## config.mk

```make
export PLATFORM = sky130hd
export DESIGN_NAME = button_stepped_pwm_dimmer
export DESIGN_NICKNAME = d
export VERILOG_FILES = /design/src/rtl/btnpwm_pkg.sv /design/src/rtl/button_stepped_pwm_dimmer.sv
export SDC_FILE = /design/constraint.sdc
export NUM_CORES = 1
export LEC_CHECK = 0
export ABC_AREA = 1
export BUFFER_PORTS_ARGS = -buffer_cell sky130_fd_sc_hd__buf_4
export CAP_MARGIN = 20
export CORE_AREA = 10 10 136 138
export CTS_CLUSTER_DIAMETER = 40
export DETAILED_ROUTE_END_ITERATION = 10
export DIE_AREA = 0 0 146 148
export PLACE_DENSITY = 0.76
export SLEW_MARGIN = 20
export SYNTH_ARGS = -nofsm -noshare
export SYNTH_HDL_FRONTEND = slang
export SYNTH_SLANG_ARGS = --single-unit
```

## constraint.sdc

```tcl
create_clock -name clk_i -period 8.3 [get_ports clk_i]
set_input_delay 0.83 -clock clk_i [delete_from_list [all_inputs] [get_ports clk_i]]
set_output_delay 0.83 -clock clk_i [all_outputs]
set_load 0.02 [all_outputs]
```

## src/rtl/btnpwm_pkg.sv

```systemverilog
`default_nettype none

package btnpwm_pkg;

  // register and field widths
  localparam int unsigned RegWidth    = 16;
  localparam int unsigned CfgIdxWidth = 2;
  localparam int unsigned CountWidthDef = 16;

  // register index map
  localparam logic [CfgIdxWidth-1:0] RegPwmPeriod    = 2'd0;
  localparam logic [CfgIdxWidth-1:0] RegDutyInitial  = 2'd1;
  localparam logic [CfgIdxWidth-1:0] RegDutyStep     = 2'd2;
  localparam logic [CfgIdxWidth-1:0] RegDebounceTicks = 2'd3;

  // reset values
  localparam logic [RegWidth-1:0] PwmPeriodRst     = 16'd1000;
  localparam logic [RegWidth-1:0] DutyInitialRst   = 16'd500;
  localparam logic [RegWidth-1:0] DutyStepRst      = 16'd100;
  localparam logic [RegWidth-1:0] DebounceTicksRst = 16'd64;

endpackage

`default_nettype wire

```

## src/rtl/button_stepped_pwm_dimmer.sv

```systemverilog
`default_nettype none

// button stepped pwm dimmer
// one input request is one tick of the timer and carries the raw button pin
// level (0 pressed); each request yields exactly one result request holding
// the pwm drive bit, the debounced press indicator, the duty after this tick
// and the pwm running flag
// both channels use valid/stall; a request moves when valid is high and
// stall is low; the result sits in an output register from the cycle
// after its input request is taken; unless the receiver stalls,
// throughput is one tick per cycle: all button and counter work for a tick
// is one pass of logic between the state registers and the output register,
// and a new tick is taken while the output register drains in the same cycle
// when the receiver stalls, the held result stays put and in_stall_o rises,
// so no tick is taken until the result leaves
// reset loads the register defaults (period 1000, duty 500, step 100,
// debounce 64), clears the counters, starts pwm running and awaits a press
// config writes go through cfg_we_i / cfg_index_i / cfg_data_i while idle;
// a write of the initial duty loads the live duty too
module button_stepped_pwm_dimmer
  import btnpwm_pkg::*;
#(
  parameter int unsigned COUNT_WIDTH = CountWidthDef
) (
  input  wire logic                   clk_i,
  input  wire logic                   rst_ni,
  // config write port
  input  wire logic                   cfg_we_i,
  input  wire logic [CfgIdxWidth-1:0] cfg_index_i,
  input  wire logic [RegWidth-1:0]    cfg_data_i,
  // tick input
  input  wire logic                   in_valid_i,
  output logic                        in_stall_o,
  input  wire logic                   button_level_i,
  // result output
  output logic                        out_valid_o,
  input  wire logic                   out_stall_i,
  output logic                        pwm_level_o,
  output logic                        press_indicator_o,
  output logic [RegWidth-1:0]         duty_value_o,
  output logic                        pwm_running_o
);

  // compare width covers the counter plus its carry and the 16 bit registers
  localparam int unsigned CmpWidth = (COUNT_WIDTH + 1 > RegWidth + 1) ?
                                     COUNT_WIDTH + 1 : RegWidth + 1;

  // config registers
  logic [RegWidth-1:0] period_q, step_q, debounce_q;

  // tick state
  logic [COUNT_WIDTH-1:0] count_q, count_d;
  logic [RegWidth-1:0]    duty_q, duty_d;
  logic                   run_q, run_d;
  logic                   await_rel_q, await_rel_d;
  logic                   last_lvl_q;
  logic [COUNT_WIDTH-1:0] settle_q, settle_d;
  logic                   settle_act_q, settle_act_d;
  logic                   lamp_q, lamp_d;

  // output register
  logic                   out_valid_q;
  logic                   pwm_q, pwm_d;
  logic                   lamp_out_q;
  logic [RegWidth-1:0]    duty_out_q;
  logic                   run_out_q;

  logic                   in_accept;
  logic                   edge_det;
  logic                   press_ok;
  logic                   stop_now;
  logic [RegWidth:0]      duty_sum;
  logic [COUNT_WIDTH:0]   count_inc;
  logic [COUNT_WIDTH-1:0] count_mid;

  // output register can take a tick unless it holds a stalled result
  assign in_stall_o = out_valid_q & out_stall_i;
  assign in_accept  = in_valid_i & ~in_stall_o;

  // a step fits when duty + step stays within the period
  assign duty_sum = {1'b0, duty_q} + {1'b0, step_q};
  assign press_ok = duty_sum <= {1'b0, period_q};

  always_comb begin
    await_rel_d  = await_rel_q;
    settle_d     = settle_q;
    settle_act_d = settle_act_q;
    lamp_d       = lamp_q;
    duty_d       = duty_q;
    run_d        = run_q;
    stop_now     = 1'b0;

    // only the awaited edge restarts the debounce countdown
    if (await_rel_q) begin
      edge_det = ~last_lvl_q & button_level_i;
    end else begin
      edge_det = last_lvl_q & ~button_level_i;
    end

    if (edge_det) begin
      settle_d     = COUNT_WIDTH'(debounce_q);
      settle_act_d = 1'b1;
    end else if (settle_act_q) begin
      if (settle_q > COUNT_WIDTH'(1)) begin
        settle_d = settle_q - COUNT_WIDTH'(1);
      end else begin
        // countdown done: sample the pin
        settle_d     = '0;
        settle_act_d = 1'b0;
        if (!button_level_i && !await_rel_q) begin
          await_rel_d = 1'b1;
          lamp_d      = 1'b1;
          if (press_ok) begin
            duty_d = duty_sum[RegWidth-1:0];
            run_d  = 1'b1;
          end else begin
            // duty would overshoot: stop pwm with output low
            duty_d   = '0;
            run_d    = 1'b0;
            stop_now = 1'b1;
          end
        end else if (button_level_i && await_rel_q) begin
          await_rel_d = 1'b0;
          lamp_d      = 1'b0;
        end
      end
    end

    // pwm output from the current count and the updated duty, then advance
    count_mid = stop_now ? '0 : count_q;
    count_inc = {1'b0, count_mid} + {{COUNT_WIDTH{1'b0}}, 1'b1};
    pwm_d     = 1'b0;
    count_d   = count_mid;
    if (run_d) begin
      pwm_d = CmpWidth'(count_mid) < CmpWidth'(duty_d);
      if (CmpWidth'(count_inc) >= CmpWidth'(period_q)) begin
        count_d = '0;
      end else begin
        count_d = count_inc[COUNT_WIDTH-1:0];
      end
    end
  end

  // config registers
  always_ff @(posedge clk_i or negedge rst_ni) begin
    if (!rst_ni) begin
      period_q    <= PwmPeriodRst;
      step_q      <= DutyStepRst;
      debounce_q  <= DebounceTicksRst;
    end else if (cfg_we_i) begin
      unique case (cfg_index_i)
        RegPwmPeriod:     period_q    <= cfg_data_i;
        // only the live duty keeps this value
        RegDutyInitial:   ;
        RegDutyStep:      step_q      <= cfg_data_i;
        RegDebounceTicks: debounce_q  <= cfg_data_i;
        default: ;
      endcase
    end
  end

  // tick state
  always_ff @(posedge clk_i or negedge rst_ni) begin
    if (!rst_ni) begin
      count_q      <= '0;
      duty_q       <= DutyInitialRst;
      run_q        <= 1'b1;
      await_rel_q  <= 1'b0;
      last_lvl_q   <= 1'b1;
      settle_q     <= '0;
      settle_act_q <= 1'b0;
      lamp_q       <= 1'b0;
    end else begin
      if (in_accept) begin
        count_q      <= count_d;
        run_q        <= run_d;
        await_rel_q  <= await_rel_d;
        last_lvl_q   <= button_level_i;
        settle_q     <= settle_d;
        settle_act_q <= settle_act_d;
        lamp_q       <= lamp_d;
      end
      // writing the initial duty also loads the live duty
      if (cfg_we_i && cfg_index_i == RegDutyInitial) begin
        duty_q <= cfg_data_i;
      end else if (in_accept) begin
        duty_q <= duty_d;
      end
    end
  end

  // output register
  always_ff @(posedge clk_i or negedge rst_ni) begin
    if (!rst_ni) begin
      out_valid_q <= 1'b0;
    end else if (in_accept) begin
      out_valid_q <= 1'b1;
    end else if (!out_stall_i) begin
      out_valid_q <= 1'b0;
    end
  end

  always_ff @(posedge clk_i) begin
    if (in_accept) begin
      pwm_q      <= pwm_d;
      lamp_out_q <= lamp_d;
      duty_out_q <= duty_d;
      run_out_q  <= run_d;
    end
  end

  assign out_valid_o       = out_valid_q;
  assign pwm_level_o       = pwm_q;
  assign press_indicator_o = lamp_out_q;
  assign duty_value_o      = duty_out_q;
  assign pwm_running_o     = run_out_q;

  // a stopped pwm never drives high
  assert property (@(posedge clk_i) disable iff (!rst_ni)
    (out_valid_o && !pwm_running_o) |-> !pwm_level_o)
    else $error("pwm high while stopped");

  // the counter sits at zero while stopped
  assert property (@(posedge clk_i) disable iff (!rst_ni)
    !run_q |-> (count_q == '0))
    else $error("pwm count moved while stopped");

  // an idle debounce has no countdown left
  assert property (@(posedge clk_i) disable iff (!rst_ni)
    !settle_act_q |-> (settle_q == '0))
    else $error("settle count left over");

  // a result taken with no new tick empties the output register
  assert property (@(posedge clk_i) disable iff (!rst_ni)
    (out_valid_o && !out_stall_i && !in_valid_i) |=> !out_valid_o)
    else $error("result repeated");

  // a drained output register never stalls the input
  assert property (@(posedge clk_i) disable iff (!rst_ni)
    !out_valid_o |-> !in_stall_o)
    else $error("input stalled with empty output");

endmodule

`default_nettype wire

```

==> results_tabular.tex, run 1 <==
\begin{tabular}{lr}
\hline
Metric & Value \\
\hline
\multicolumn{2}{l}{\textbf{Worst setup path}} \\
Worst Path Arrival & 6.89 ns \\
Critical-path maximum fanout & 24 \\
Launch point of the critical path & step\_q[2] \\
Largest delay contributor family on the critical path & simple AND/OR/NAND/NOR gates \\
Most common cell type on the critical path & nand2\_1 \\
Endpoint type of the worst setup path & flop \\
Worst Setup Path Type & flop to flop \\
Buffering stage count on the worst path with inverters included & 4 \\
Peak per-stage delay on the critical path & 0.53 ns \\
Crit Reg-Reg Startpoint & step\_q[2] \\
Slowest cell on the critical path & dfstp\_2 \\
Element type at the critical path start & flop \\
Worst Path Required & 8.66 ns \\
\multicolumn{2}{l}{\textbf{CTS}} \\
Level count of the clock H-tree & 4 \\
Post-CTS setup buffer count & 0 \\
TritonCTS clock tree & built \\
Bufs on Longest Clock Path & 2 \\
Library cell used as clock root buffer & clkbuf\_16 \\
Number of instances resized during post-cts repair & 0 \\
Clock Latency Late Sink & 0.43 ns \\
Number of sinks on the clock net & 121 \\
Clock slew seen by the registers of the worst setup and hold paths & 0.05 ns \\
Cts hold-fix bufs & 0 \\
Number of buffers inserted during clock tree synthesis & 17 \\
\multicolumn{2}{l}{\textbf{STA}} \\
Upper clock frequency limit & 153 MHz \\
Min cycle time layout & 6.52 ns \\
Number of setup violations in the final report & 0 \\
Share of the cycle needed by the critical path after routing & 78.6\% \\
Relative slew margins & 31.6\% \\
Fin. Hold Viols & 0 \\
Slew at the pin closest to its max-slew limit & 1.02 ns \\
Setup repair after global routing missed its margin & no \\
Setup TNS & 0 ns \\
Max Slew Vio Count & 0 \\
Setup clock skew after layout & 0.00735 ns \\
\multicolumn{2}{l}{\textbf{Logic synthesis}} \\
Synth Instances & 984 \\
Sequential-to-total area share from yosys stat & 40.0\% \\
Count of flip-flops with a built-in enable after synthesis & 19 \\
Yosys warns & 0 \\
Most instantiated flip-flop cell in the synthesis netlist & dfrtp\_1 \\
Number of nets in the synthesized netlist & 1077 \\
Mean area per synthesized cell & 7.99 µm² \\
Post-synth ARST share & 84.3\% \\
Seq cells post-synth & 121 \\
Cell area after technology mapping & 0.00786 mm² \\
Post-synthesis cell type count & 45 \\
\multicolumn{2}{l}{\textbf{Pwr}} \\
Leak & 0.00455 µW \\
Power density cells & 284 mW/mm² \\
Worst ir drop on vdd & 163 µV \\
Total Power Consumption & 2570 µW \\
\multicolumn{2}{l}{\textbf{Cells and area}} \\
Fraction of final layout cells with drive strength greater than 1 & 13.0\% \\
Multi-input logic area & 0.00399 mm² \\
Area used by sequential logic in the layout & 0.00315 mm² \\
Final core area utilization & 57.6\% \\
Commonest cells after routing, fill and taps aside & nand2\_1 (245), inv\_1 (160), dfrtp\_1 (84) \\
Most common cell after layout, fill and taps aside & nand2\_1 \\
Final-layout fill cell count & 1399 \\
Area growth from synthesis to layout & 15.0\% \\
Count of inserted antenna diode cells & 0 \\
Final \#Nets & 1122 \\
\multicolumn{2}{l}{\textbf{Global route}} \\
Overall overflow remaining after global route & 0 \\
Maximum number of pins on one net before global-route repair & 69 \\
Antenna violations before repair & 0 \\
Via count of the first global-routing pass & 6496 \\
Wire length of the first global-routing pass & 33.3 mm \\
Combined global-route utilization of all metal layers & 19.0\% \\
\multicolumn{2}{l}{\textbf{Floorplanning}} \\
Area of the core region & 0.0157 mm² \\
Number of core rows & 46 \\
Initial standard-cell utilization of the core & 50.0\% \\
IO Pins & 45 \\
Die outline width & 146 µm \\
Die outline area & 0.0216 mm² \\
Die Span Y & 148 µm \\
\multicolumn{2}{l}{\textbf{Outcome}} \\
Status & completed \\
\multicolumn{2}{l}{\textbf{Route}} \\
Wire length reported by the detailed router & 20.1 mm \\
Vias post-DR & 6733 \\
Iteration-0 DRC count of the detailed router & 609 \\
DRT antenna net count & 0 \\
Detailed Routing Iterations Pass 1 & 5 \\
Wirelength per Cell & 16.0 µm \\
Average vias per placed instance & 5.35 \\
Post-route DRC violation count & 0 \\
\multicolumn{2}{l}{\textbf{Worst hold path}} \\
Hold WC Path Type & input pin to async pin \\
\multicolumn{2}{l}{\textbf{Placement}} \\
Count of input and output buffers & 44 \\
HPWL reported at the end of detailed placement & 14.7 mm \\
RePlAce Congestion & 0.939 \\
\multicolumn{2}{l}{\textbf{Run}} \\
Number of maximum-capacitance constraint violations & 0 \\
\hline
\end{tabular}
power by group:
| group | total (µW) | leakage [µW] | switching [µW] | internal [µW] |
|---|---|---|---|---|
| registers | 839 | 0.00141 | 99.0 | 740 |
| logic | 932 | 0.00282 | 585 | 348 |
| clock network | 796 | 0.000317 | 268 | 528 |
| total | 2570 | 0.00455 | 952 | 1620 |
stage by stage:
step | setup WS (ns) | instances | area [µm²] | hold WS, ns
after global routing | 1.05 | 1258 | 9040 | 0.382
final | 1.78 | 1258 | 9040 | 0.355
after floorplan | 2.69 | 984 | 7860 | 0.450
after detailed placement | 1.92 | 1225 | 8390 | 0.474
after CTS | 1.86 | 1257 | 9030 | 0.361
after global placement | 2.18 | 1225 | 8390 | 0.467
cell usage after synthesis (all sizes together) (9+ instances only):
library cell / n / area [µm²]
clkbuf: 17 / 63.8
edfxtp: 19 / 571
nor2: 64 / 305
a21oi: 47 / 243
dfstp: 18 / 473
nand2: 247 / 932
nand3: 37 / 265
o21ai: 79 / 395
a22oi: 9 / 67.6
inv: 167 / 629
o221ai: 13 / 114
nand4: 33 / 221
o22ai: 9 / 56.3
ha: 68 / 851
dfrtp: 84 / 2100
xor2: 23 / 201
metal layers:
metal / routed length (µm) / vias up / track usage [%]
met5: 0 / - / 0
met3: 1120 / 45 / 4.30
met2: 8950 / 223 / 29.4
met1: 9480 / 3122 / 25.0
li1: - / 3343 / -
met4: 600 / 0 / 8.46
kinds of logic (layout without fill, tap and decap cells):
group / Yosys count / count (layout) / share of synthesized area [%]
DFF: 121 / 121 / 40.0
buffers and inverters: 190 / 248 / 9.48
and+or+nand+nor: 397 / 397 / 23.1
xor gates and xnor gates: 29 / 29 / 3.23
adders and majority gates: 69 / 69 / 11.1
AOI/OAI and AO/OA: 178 / 178 / 13.1
cell type report:
type	count	area share (%)
multi-input combinational	673	44.1
inverter	167	6.96
clock buffer	28	6.31
sequential	121	34.8
tap	216	2.99
timing repair buffer	49	4.11
clock inverter	4	0.789
flip-flops by register name (all words and copies together) (netlist names):
name / cells
lamp_q: 1
last_lvl_q: 1
press_indicator_o: 1
out_valid_o: 1
period_q: 16
count_q: 16
duty_q: 16
debounce_q: 16
settle_act_q: 1
settle_q: 16
pwm_running_o: 1
step_q: 16
run_q: 1
duty_value_o: 16
pwm_level_o: 1
await_rel_q: 1
worst reg2reg max path, delay by kind of cell (launching register included):
kind	cells	cell delay, ns
AND/OR/NAND/NOR	23	3.19
adder cells (fa/ha/maj)	4	1.13
AO/OA/AOI/OAI	7	0.93
flip-flops	1	0.53
XOR/XNOR	2	0.41
buffers and inverters	4	0.27
final timing paths:
check | end | slack, ns | cells after the start
min in group clk_i | period_q[15] | 0.48 | 2
min | debounce_q[13] | 0.36 | 1
min reg2reg | period_q[15] | 0.48 | 2
max reg2reg | count_q[13] | 1.78 | 40
max in group asynchronous | out_valid_o | 6.73 | 2
max | count_q[13] | 1.78 | 40
Note: power is estimated with default switching activity, not from simulation.
==> run 2, diff against run 1 <==
==> constraint.sdc (replaced) <==
create_clock -name clk_i -period 6.5 [get_ports clk_i]
set_input_delay 0.65 -clock clk_i [delete_from_list [all_inputs] [get_ports clk_i]]
set_output_delay 0.65 -clock clk_i [all_outputs]
set_load 0.02 [all_outputs]
==> run 2 against run 1 <==
Effect of this change: worst setup slack worse by 1.3 ns; first-iteration DRC count shrank 1.8%; register-to-register slack worse by 1.3 ns; sequential power grew 28%; die area unchanged; design area rose by 0.98%; routed wire length up 1.3%; critical path depth fell by 4; final cell count is 0.72% higher; power up 26%; flip-flop and latch count did not move; count of clock-buffer cells in the layout shrank 6; critical path type unchanged; largest cell class unchanged.
==> results_tabular.tex, run 2 (synthesis results as in run 1) <==
\begin{tabular}{lr}
\hline
Metric & Value \\
\hline
\multicolumn{2}{l}{\textbf{STA}} \\
Min cycle time layout & 6.07 ns (-0.454 ns) \\
Setup clock skew after layout & 0.0122 ns (+0.00490 ns) \\
Slew at the pin closest to its max-slew limit & 1.01 ns (-0.0101 ns) \\
Share of the cycle needed by the critical path after routing & 93.3\% (+15 points) \\
Setup TNS & 0 ns (unchanged) \\
Final-layout worst hold slack & 0.334 ns (-0.0211 ns) \\
Max Slew Vio Count & 0 (unchanged) \\
Number of setup violations in the final report & 0 (unchanged) \\
Relative slew margins & 32.3\% (+0.68 points) \\
Fin. Hold Viols & 0 (unchanged) \\
Upper clock frequency limit & 165 MHz (+7.5\%) \\
\multicolumn{2}{l}{\textbf{Worst setup path}} \\
Worst Path Required & 6.86 ns (-1.80 ns) \\
Most common cell type on the critical path & nand2\_1 \\
Worst Setup Path Type & flop to flop \\
Critical-path maximum fanout & 22 (-8.3\%) \\
Element type at the critical path start & flop \\
Crit Reg-Reg Startpoint & duty\_q[6] \\
Largest delay contributor family on the critical path & simple AND/OR/NAND/NOR gates \\
Launch point of the critical path & duty\_q[6] \\
Buffering stage count on the worst path with inverters included & 4 (unchanged) \\
Worst Path Arrival & 6.43 ns (-0.46 ns) \\
Endpoint type of the worst setup path & flop \\
Peak per-stage delay on the critical path & 0.55 ns (+0.02 ns) \\
Slowest cell on the critical path & dfstp\_2 \\
\multicolumn{2}{l}{\textbf{Pwr}} \\
Sequential cell fraction of total power & 33.0\% (+0.3 points) \\
Clk pwr share & 29.1\% (-1.9 points) \\
Internal power consumption & 2020 µW (+25\%) \\
Power share of the combinational group & 37.9\% (+1.6 points) \\
Fraction of power spent switching nets & 37.9\% (+0.83 points) \\
Switching power summed over all nets & 1230 µW (+29\%) \\
Worst ir drop on vdd & 225 µV (+38\%) \\
Power density cells & 355 mW/mm² (+25\%) \\
Leak & 0.00458 µW (+0.57\%) \\
\multicolumn{2}{l}{\textbf{Outcome}} \\
Status & completed \\
\multicolumn{2}{l}{\textbf{Route}} \\
Average vias per placed instance & 5.40 (+0.85\%) \\
Max Used Layer & met4 \\
Wire length reported by the detailed router & 20.4 mm (+1.3\%) \\
M1 WL & 9.34 mm (-1.5\%) \\
Detailed Routing Iterations Pass 1 & 5 (unchanged) \\
Met3 layer wire length in the routed design & 1.21 mm (+8.6\%) \\
Vias post-DR & 6839 (+1.6\%) \\
Wirelength per Cell & 16.1 µm (+0.62\%) \\
Iteration-0 DRC count of the detailed router & 598 (-1.8\%) \\
Met2 WL post-DR & 9.36 mm (+4.5\%) \\
Post-route DRC violation count & 0 (unchanged) \\
DRT antenna net count & 0 (unchanged) \\
\multicolumn{2}{l}{\textbf{Cells and area}} \\
Final \#Nets & 1131 (+0.80\%) \\
Final-layout fill cell count & 1398 (-0.071\%) \\
Most common cell after layout, fill and taps aside & nand2\_1 \\
Number of non-filler instances in the completed layout & 1267 (+0.72\%) \\
Area growth from synthesis to layout & 16.1\% \\
Final core area utilization & 58.1\% (+0.57 points) \\
Commonest cells after routing, fill and taps aside & nand2\_1 (243), inv\_1 (160), dfrtp\_1 (84) \\
Fraction of final layout cells with drive strength greater than 1 & 14.9\% (+2.0 points) \\
Count of inserted antenna diode cells & 0 (unchanged) \\
\multicolumn{2}{l}{\textbf{Floorplanning}} \\
Die outline width & 146 µm (unchanged) \\
Initial standard-cell utilization of the core & 50.0\% (unchanged) \\
Die outline area & 0.0216 mm² (unchanged) \\
Area of the core region & 0.0157 mm² (unchanged) \\
Number of core rows & 46 (unchanged) \\
Die Span Y & 148 µm (unchanged) \\
IO Pins & 45 (unchanged) \\
\multicolumn{2}{l}{\textbf{CTS}} \\
Level count of the clock H-tree & 4 (unchanged) \\
Library cell used as clock root buffer & clkbuf\_16 \\
Bufs on Longest Clock Path & 2 (unchanged) \\
Clock Latency Late Sink & 0.43 ns (about the same) \\
Cts hold-fix bufs & 0 (unchanged) \\
TritonCTS clock tree & built \\
Number of buffers inserted during clock tree synthesis & 17 (unchanged) \\
Number of sinks on the clock net & 121 (unchanged) \\
Clock slew seen by the registers of the worst setup and hold paths & 0.06 ns (about the same) \\
\multicolumn{2}{l}{\textbf{Placement}} \\
HPWL reported at the end of detailed placement & 14.9 mm (+1.3\%) \\
Inst Count DP & 1229 (+0.33\%) \\
RePlAce Congestion & 0.944 (+0.62\%) \\
Count of input and output buffers & 44 (unchanged) \\
\multicolumn{2}{l}{\textbf{Global route}} \\
Combined global-route utilization of all metal layers & 19.0\% (about the same) \\
Via count of the first global-routing pass & 6571 (+1.2\%) \\
Wire length of the first global-routing pass & 33.4 mm (+0.44\%) \\
Antenna violations before repair & 0 (unchanged) \\
Maximum number of pins on one net before global-route repair & 63 (-8.7\%) \\
Overall overflow remaining after global route & 0 (unchanged) \\
\multicolumn{2}{l}{\textbf{Worst hold path}} \\
Hold WC Path Type & input pin to async pin \\
\multicolumn{2}{l}{\textbf{Run}} \\
Number of maximum-capacitance constraint violations & 0 (unchanged) \\
\hline
\end{tabular}
[run 2: cell types whose count changed in the layout (fill, tap and decap cells not counted), sizes merged]
cell    previous run  this run
clkinv             1         4
inv              168       171
buf               49        58
clkbuf            28        22
[run 2: repair_timing]
item / in CTS / in global routing
endpoints found under the setup margin: 0 / 16
resized for setup: 0 / 13
buffers inserted: 0 / 5
[run 2: final timing paths]
check,to,slack (ns),cells past startpoint
min in group clk_i,out_valid_o,0.44,3
hold / removal,settle_q[13],0.33,1
setup reg to reg,count_q[9],0.43,36
hold reg to reg,out_valid_o,0.48,2
setup / recovery,count_q[9],0.43,36
max in group asynchronous,duty_q[5],5.09,2
[run 2: layout make-up]
cell class | count | area (µm²) | share of cell area (%)
clock inverters | 10 | 115 | 1.26
repair buffers | 58 | 455 | 4.99
multi-input cells | 673 | 4040 | 44.3
clock buffers | 22 | 474 | 5.19
flip-flops and latches | 121 | 3150 | 34.4
well taps | 216 | 270 | 2.96
inverters | 167 | 629 | 6.89
[run 2: per-stage QoR]
stage	setup WS, ns	power (µW)	cell area, µm²
global route	-0.107	3480	9130
detailed placement	0.336	2250	8420
global placement	0.596	2210	8420
CTS	0.280	3210	9000
finish	0.433	3250	9130
floorplan	0.888	1930	7860
[run 2: power by group through the flow]
stage	combinational (µW)	sequential, µW	clock (µW)
floorplan	861	1070	0
global placement	1140	1070	0
detailed placement	1170	1080	0
CTS	1190	1070	955
global route	1400	1090	994
finish	1230	1070	945
[run 2: worst reg2reg max path: cells and delay by family (launching register included)]
family	cells	cell delay [ns]
AOI/OAI and AO/OA	10	1.71
xor gates and xnor gates	1	0.20
adders and majority gates	3	0.90
buffers and inverters	4	0.60
DFF	1	0.55
and+or+nand+nor	18	2.06
[run 2: routing by layer]
layer | global-route usage [%] | vias up
li1 | - | 3360
met1 | 24.8 | 3223
met2 | 30.1 | 223
met3 | 4.40 | 33
met4 | 7.41 | 0
met5 | 0 | -
==> run 3, diff against run 2 <==
--- a/config.mk
+++ b/config.mk
@@ -5,14 +5,12 @@
 export SDC_FILE = /design/constraint.sdc
 export NUM_CORES = 1
 export LEC_CHECK = 0
-export ABC_AREA = 1
 export BUFFER_PORTS_ARGS = -buffer_cell sky130_fd_sc_hd__buf_4
 export CAP_MARGIN = 20
-export CORE_AREA = 10 10 136 138
-export CTS_CLUSTER_DIAMETER = 40
+export CORE_AREA = 10 10 135 137
 export DETAILED_ROUTE_END_ITERATION = 10
-export DIE_AREA = 0 0 146 148
-export PLACE_DENSITY = 0.76
+export DIE_AREA = 0 0 145 147
+export PLACE_DENSITY = 0.8
 export SLEW_MARGIN = 20
 export SYNTH_ARGS = -nofsm -noshare
 export SYNTH_HDL_FRONTEND = slang
==> constraint.sdc (replaced) <==
create_clock -name clk_i -period 5.44 [get_ports clk_i]
set_input_delay 0.544 -clock clk_i [delete_from_list [all_inputs] [get_ports clk_i]]
set_output_delay 0.544 -clock clk_i [all_outputs]
set_load 0.02 [all_outputs]
==> run 3 against run 2 <==
Effect of this change: the flow now finishes with violations (setup timing); core utilization grew 5.7 points; worst hold slack got worse by 0.15 ns; final cell count decreased by 7.4%; die area shrank 1.4%; sequential power up 17%; global-route usage up 2.2 points; critical path type unchanged; critical endpoint is now count_q[14]; largest cell class unchanged; largest power group unchanged; highest routed layer unchanged.
==> results_tabular.tex, run 3 <==
\begin{tabular}{lr}
\hline
Metric & Value \\
\hline
\multicolumn{2}{l}{\textbf{Outcome}} \\
Status & complete, but fails checks \\
Violated checks & setup timing \\
\multicolumn{2}{l}{\textbf{Route}} \\
Vias post-DR & 7033 (+2.8\%) \\
Met2 WL post-DR & 10.7 mm (+14\%) \\
Detailed Routing Iterations Pass 1 & 6 (+1) \\
M1 WL & 9.78 mm (+4.7\%) \\
Post-route DRC violation count & 0 (unchanged) \\
Met3 layer wire length in the routed design & 1.51 mm (+25\%) \\
Wirelength per Cell & 19.5 µm (+21\%) \\
Average vias per placed instance & 6.00 (+11\%) \\
Max Used Layer & met4 \\
Iteration-0 DRC count of the detailed router & 685 (+15\%) \\
DRT antenna net count & 0 (unchanged) \\
Wire length reported by the detailed router & 22.9 mm (+12\%) \\
\multicolumn{2}{l}{\textbf{STA}} \\
Share of the cycle needed by the critical path after routing & 116\% (+22 points) \\
Setup WS post-layout & -0.859 ns (-1.29 ns) \\
Relative slew margins & 33.5\% (+1.2 points) \\
Upper clock frequency limit & 159 MHz (-3.7\%) \\
Max Slew Vio Count & 0 (unchanged) \\
Slew at the pin closest to its max-slew limit & 0.994 ns (-0.0189 ns) \\
Number of setup violations in the final report & 17 (+17) \\
Min cycle time layout & 6.30 ns (+0.232 ns) \\
Fin. Hold Viols & 0 (unchanged) \\
Final-layout worst hold slack & 0.181 ns (-0.153 ns) \\
Setup clock skew after layout & 0.0102 ns (-0.00202 ns) \\
Setup repair after global routing missed its margin & yes \\
\multicolumn{2}{l}{\textbf{Logic synthesis}} \\
Cell area after technology mapping & 0.00783 mm² (-0.49\%) \\
Yosys warns & 0 (unchanged) \\
Mean area per synthesized cell & 9.73 µm² (+22\%) \\
Number of nets in the synthesized netlist & 897 (-17\%) \\
Sequential-to-total area share from yosys stat & 40.2\% (+0.20 points) \\
Cells taking the most area after synthesis & dfrtp\_1 (27\%), ha\_1 (11\%), edfxtp\_1 (7.3\%) \\
Area leader, netlist & dfrtp\_1 \\
Synth Instances & 804 (-18\%) \\
Most instantiated flip-flop cell in the synthesis netlist & dfrtp\_1 \\
Most frequent cell after synthesis & dfrtp\_1 \\
Count of flip-flops with a built-in enable after synthesis & 19 (unchanged) \\
Commonest cells post-synth & dfrtp\_1 (84), ha\_1 (68), nand2\_1 (65), o21ai\_0 (63), inv\_1 (48) \\
Post-synth ARST share & 84.3\% (unchanged) \\
Share of the synthesized area in the top cell type & 26.9\% (+0.13 points) \\
Seq cells post-synth & 121 (unchanged) \\
Post-synthesis cell type count & 79 (+76\%) \\
\multicolumn{2}{l}{\textbf{Worst setup path}} \\
Total stage count of the critical path & 30 (-17\%) \\
Buffering stage count on the worst path with inverters included & 1 (-3) \\
Worst Path Arrival & 6.65 ns (+0.22 ns) \\
Peak per-stage delay on the critical path & 0.42 ns (-0.13 ns) \\
Largest delay contributor family on the critical path & compound AO/OA/AOI/OAI gates \\
Worst Path Required & 5.79 ns (-1.07 ns) \\
Slowest cell on the critical path & dfrtp\_1 \\
Critical-path maximum fanout & 6 (-73\%) \\
Endpoint type of the worst setup path & flop \\
Worst Setup Path Type & flop to flop \\
Element type at the critical path start & flop \\
Worst Reg-to-Reg Cells & 30 (-17\%) \\
\multicolumn{2}{l}{\textbf{CTS}} \\
Clock slew seen by the registers of the worst setup and hold paths & 0.06 ns (about the same) \\
TritonCTS clock tree & built \\
Number of sinks on the clock net & 121 (unchanged) \\
Library cell used as clock root buffer & clkbuf\_16 \\
Level count of the clock H-tree & 4 (unchanged) \\
Bufs on Longest Clock Path & 2 (unchanged) \\
Number of buffers inserted during clock tree synthesis & 17 (unchanged) \\
Clock Latency Late Sink & 0.44 ns (about the same) \\
\multicolumn{2}{l}{\textbf{Global route}} \\
Combined global-route utilization of all metal layers & 21.2\% (+2.2 points) \\
Overall overflow remaining after global route & 0 (unchanged) \\
Wire length of the first global-routing pass & 36.6 mm (+9.7\%) \\
Antenna violations before repair & 0 (unchanged) \\
Via count of the first global-routing pass & 6908 (+5.1\%) \\
Maximum number of pins on one net before global-route repair & 59 (-6.3\%) \\
\multicolumn{2}{l}{\textbf{Run}} \\
Number of maximum-capacitance constraint violations & 0 (unchanged) \\
\multicolumn{2}{l}{\textbf{Cells and area}} \\
Count of inserted antenna diode cells & 0 (unchanged) \\
Number of non-filler instances in the completed layout & 1173 (-7.4\%) \\
Final \#Nets & 1037 (-8.3\%) \\
Commonest cells after routing, fill and taps aside & buf\_4 (141), dfrtp\_1 (84), nand2\_1 (64) \\
Area growth from synthesis to layout & 27.3\% \\
Most common cell after layout, fill and taps aside & buf\_4 \\
Final-layout fill cell count & 1199 (-14\%) \\
Fraction of final layout cells with drive strength greater than 1 & 31.9\% (+17 points) \\
\multicolumn{2}{l}{\textbf{Placement}} \\
HPWL reported at the end of detailed placement & 15.6 mm (+4.2\%) \\
Inst Count DP & 1121 (-8.8\%) \\
Count of input and output buffers & 44 (unchanged) \\
RePlAce Congestion & 0.941 (-0.32\%) \\
\multicolumn{2}{l}{\textbf{Floorplanning}} \\
IO Pins & 45 (unchanged) \\
Number of core rows & 46 (unchanged) \\
Area of the core region & 0.0156 mm² (-0.73\%) \\
Initial standard-cell utilization of the core & 50.2\% (+0.12 points) \\
Die outline area & 0.0213 mm² (-1.4\%) \\
Die Span Y & 147 µm (-0.68\%) \\
Die outline width & 145 µm (-0.68\%) \\
\multicolumn{2}{l}{\textbf{Pwr}} \\
Power density cells & 416 mW/mm² (+17\%) \\
Worst ir drop on vdd & 269 µV (+20\%) \\
Leak & 0.00436 µW (-4.8\%) \\
\multicolumn{2}{l}{\textbf{Worst hold path}} \\
Hold WC Path Type & input pin to async pin \\
\hline
\end{tabular}
==> run 3: logic make-up after synthesis <==
family,Yosys count,synth area share (%)
AOI/OAI and AO/OA,229,19.3
DFF,121,40.2
and+or+nand+nor,242,16.6
adders and majority gates,69,11.1
xor gates and xnor gates,17,1.90
buffers and inverters,76,3.90
muxes,50,6.96
==> run 3: metrics by stage <==
step	utilization (%)	setup WS (ns)	TNS [ns]	area (µm²)	total power, µW
floorplan	-	-0.631	-8.84	7910	2280
global placement	57.8	-0.711	-10.20	9020	2790
detailed placement	57.8	-0.950	-13.80	9020	2860
CTS	62.9	-0.811	-12.01	9810	4040
global route	63.9	-1.15	-18.24	9960	4370
finish	63.9	-0.859	-13.22	9960	4140
==> run 3: power by group <==
group	leakage, µW	total (µW)	switching, µW	internal, µW
combinational	0.00271	1800	964	840
sequential	0.00137	1250	145	1110
clock	0.000272	1090	438	647
total	0.00436	4140	1550	2600
==> run 3: worst paths after layout <==
kind | slack, ns | to | start
min in group clk_i | 0.32 | out_valid_o | in_valid_i
min reg2reg | 0.51 | debounce_q[5] | debounce_q[5]
min | 0.18 | settle_q[10] | rst_ni
max | -0.86 | count_q[14] | step_q[0]
max reg2reg | -0.86 | count_q[14] | step_q[0]
max in group asynchronous | 4.14 | count_q[6] | rst_ni
==> run 3: what timing repair did <==
| action | 4_1_cts | 5_1_grt |
|---|---|---|
| cloned | 2 | 0 |
| setup buffers | 12 | 6 |
| setup endpoints to repair | 17 | 17 |
| pin swaps | 26 | 27 |
| resized for setup | 20 | 19 |
| hold buffers | 0 | 0 |
==> run 3: final cells by class <==
type / instances / area [µm²] / share of cell area (%)
clock buffer: 20 / 457 / 4.59
clock inverter: 12 / 100 / 1.01
inverter: 50 / 188 / 1.88
multi-input combinational: 609 / 4700 / 47.1
sequential: 121 / 3150 / 31.6
tap: 216 / 270 / 2.71
timing repair buffer: 145 / 1100 / 11.1
==> run 3: routing by layer <==
| metal | track usage [%] | vias up |
|---|---|---|
| li1 | - | 3236 |
| met1 | 26.9 | 3404 |
| met2 | 33.4 | 327 |
| met3 | 4.45 | 66 |
| met4 | 11.5 | 0 |
| met5 | 0 | - |
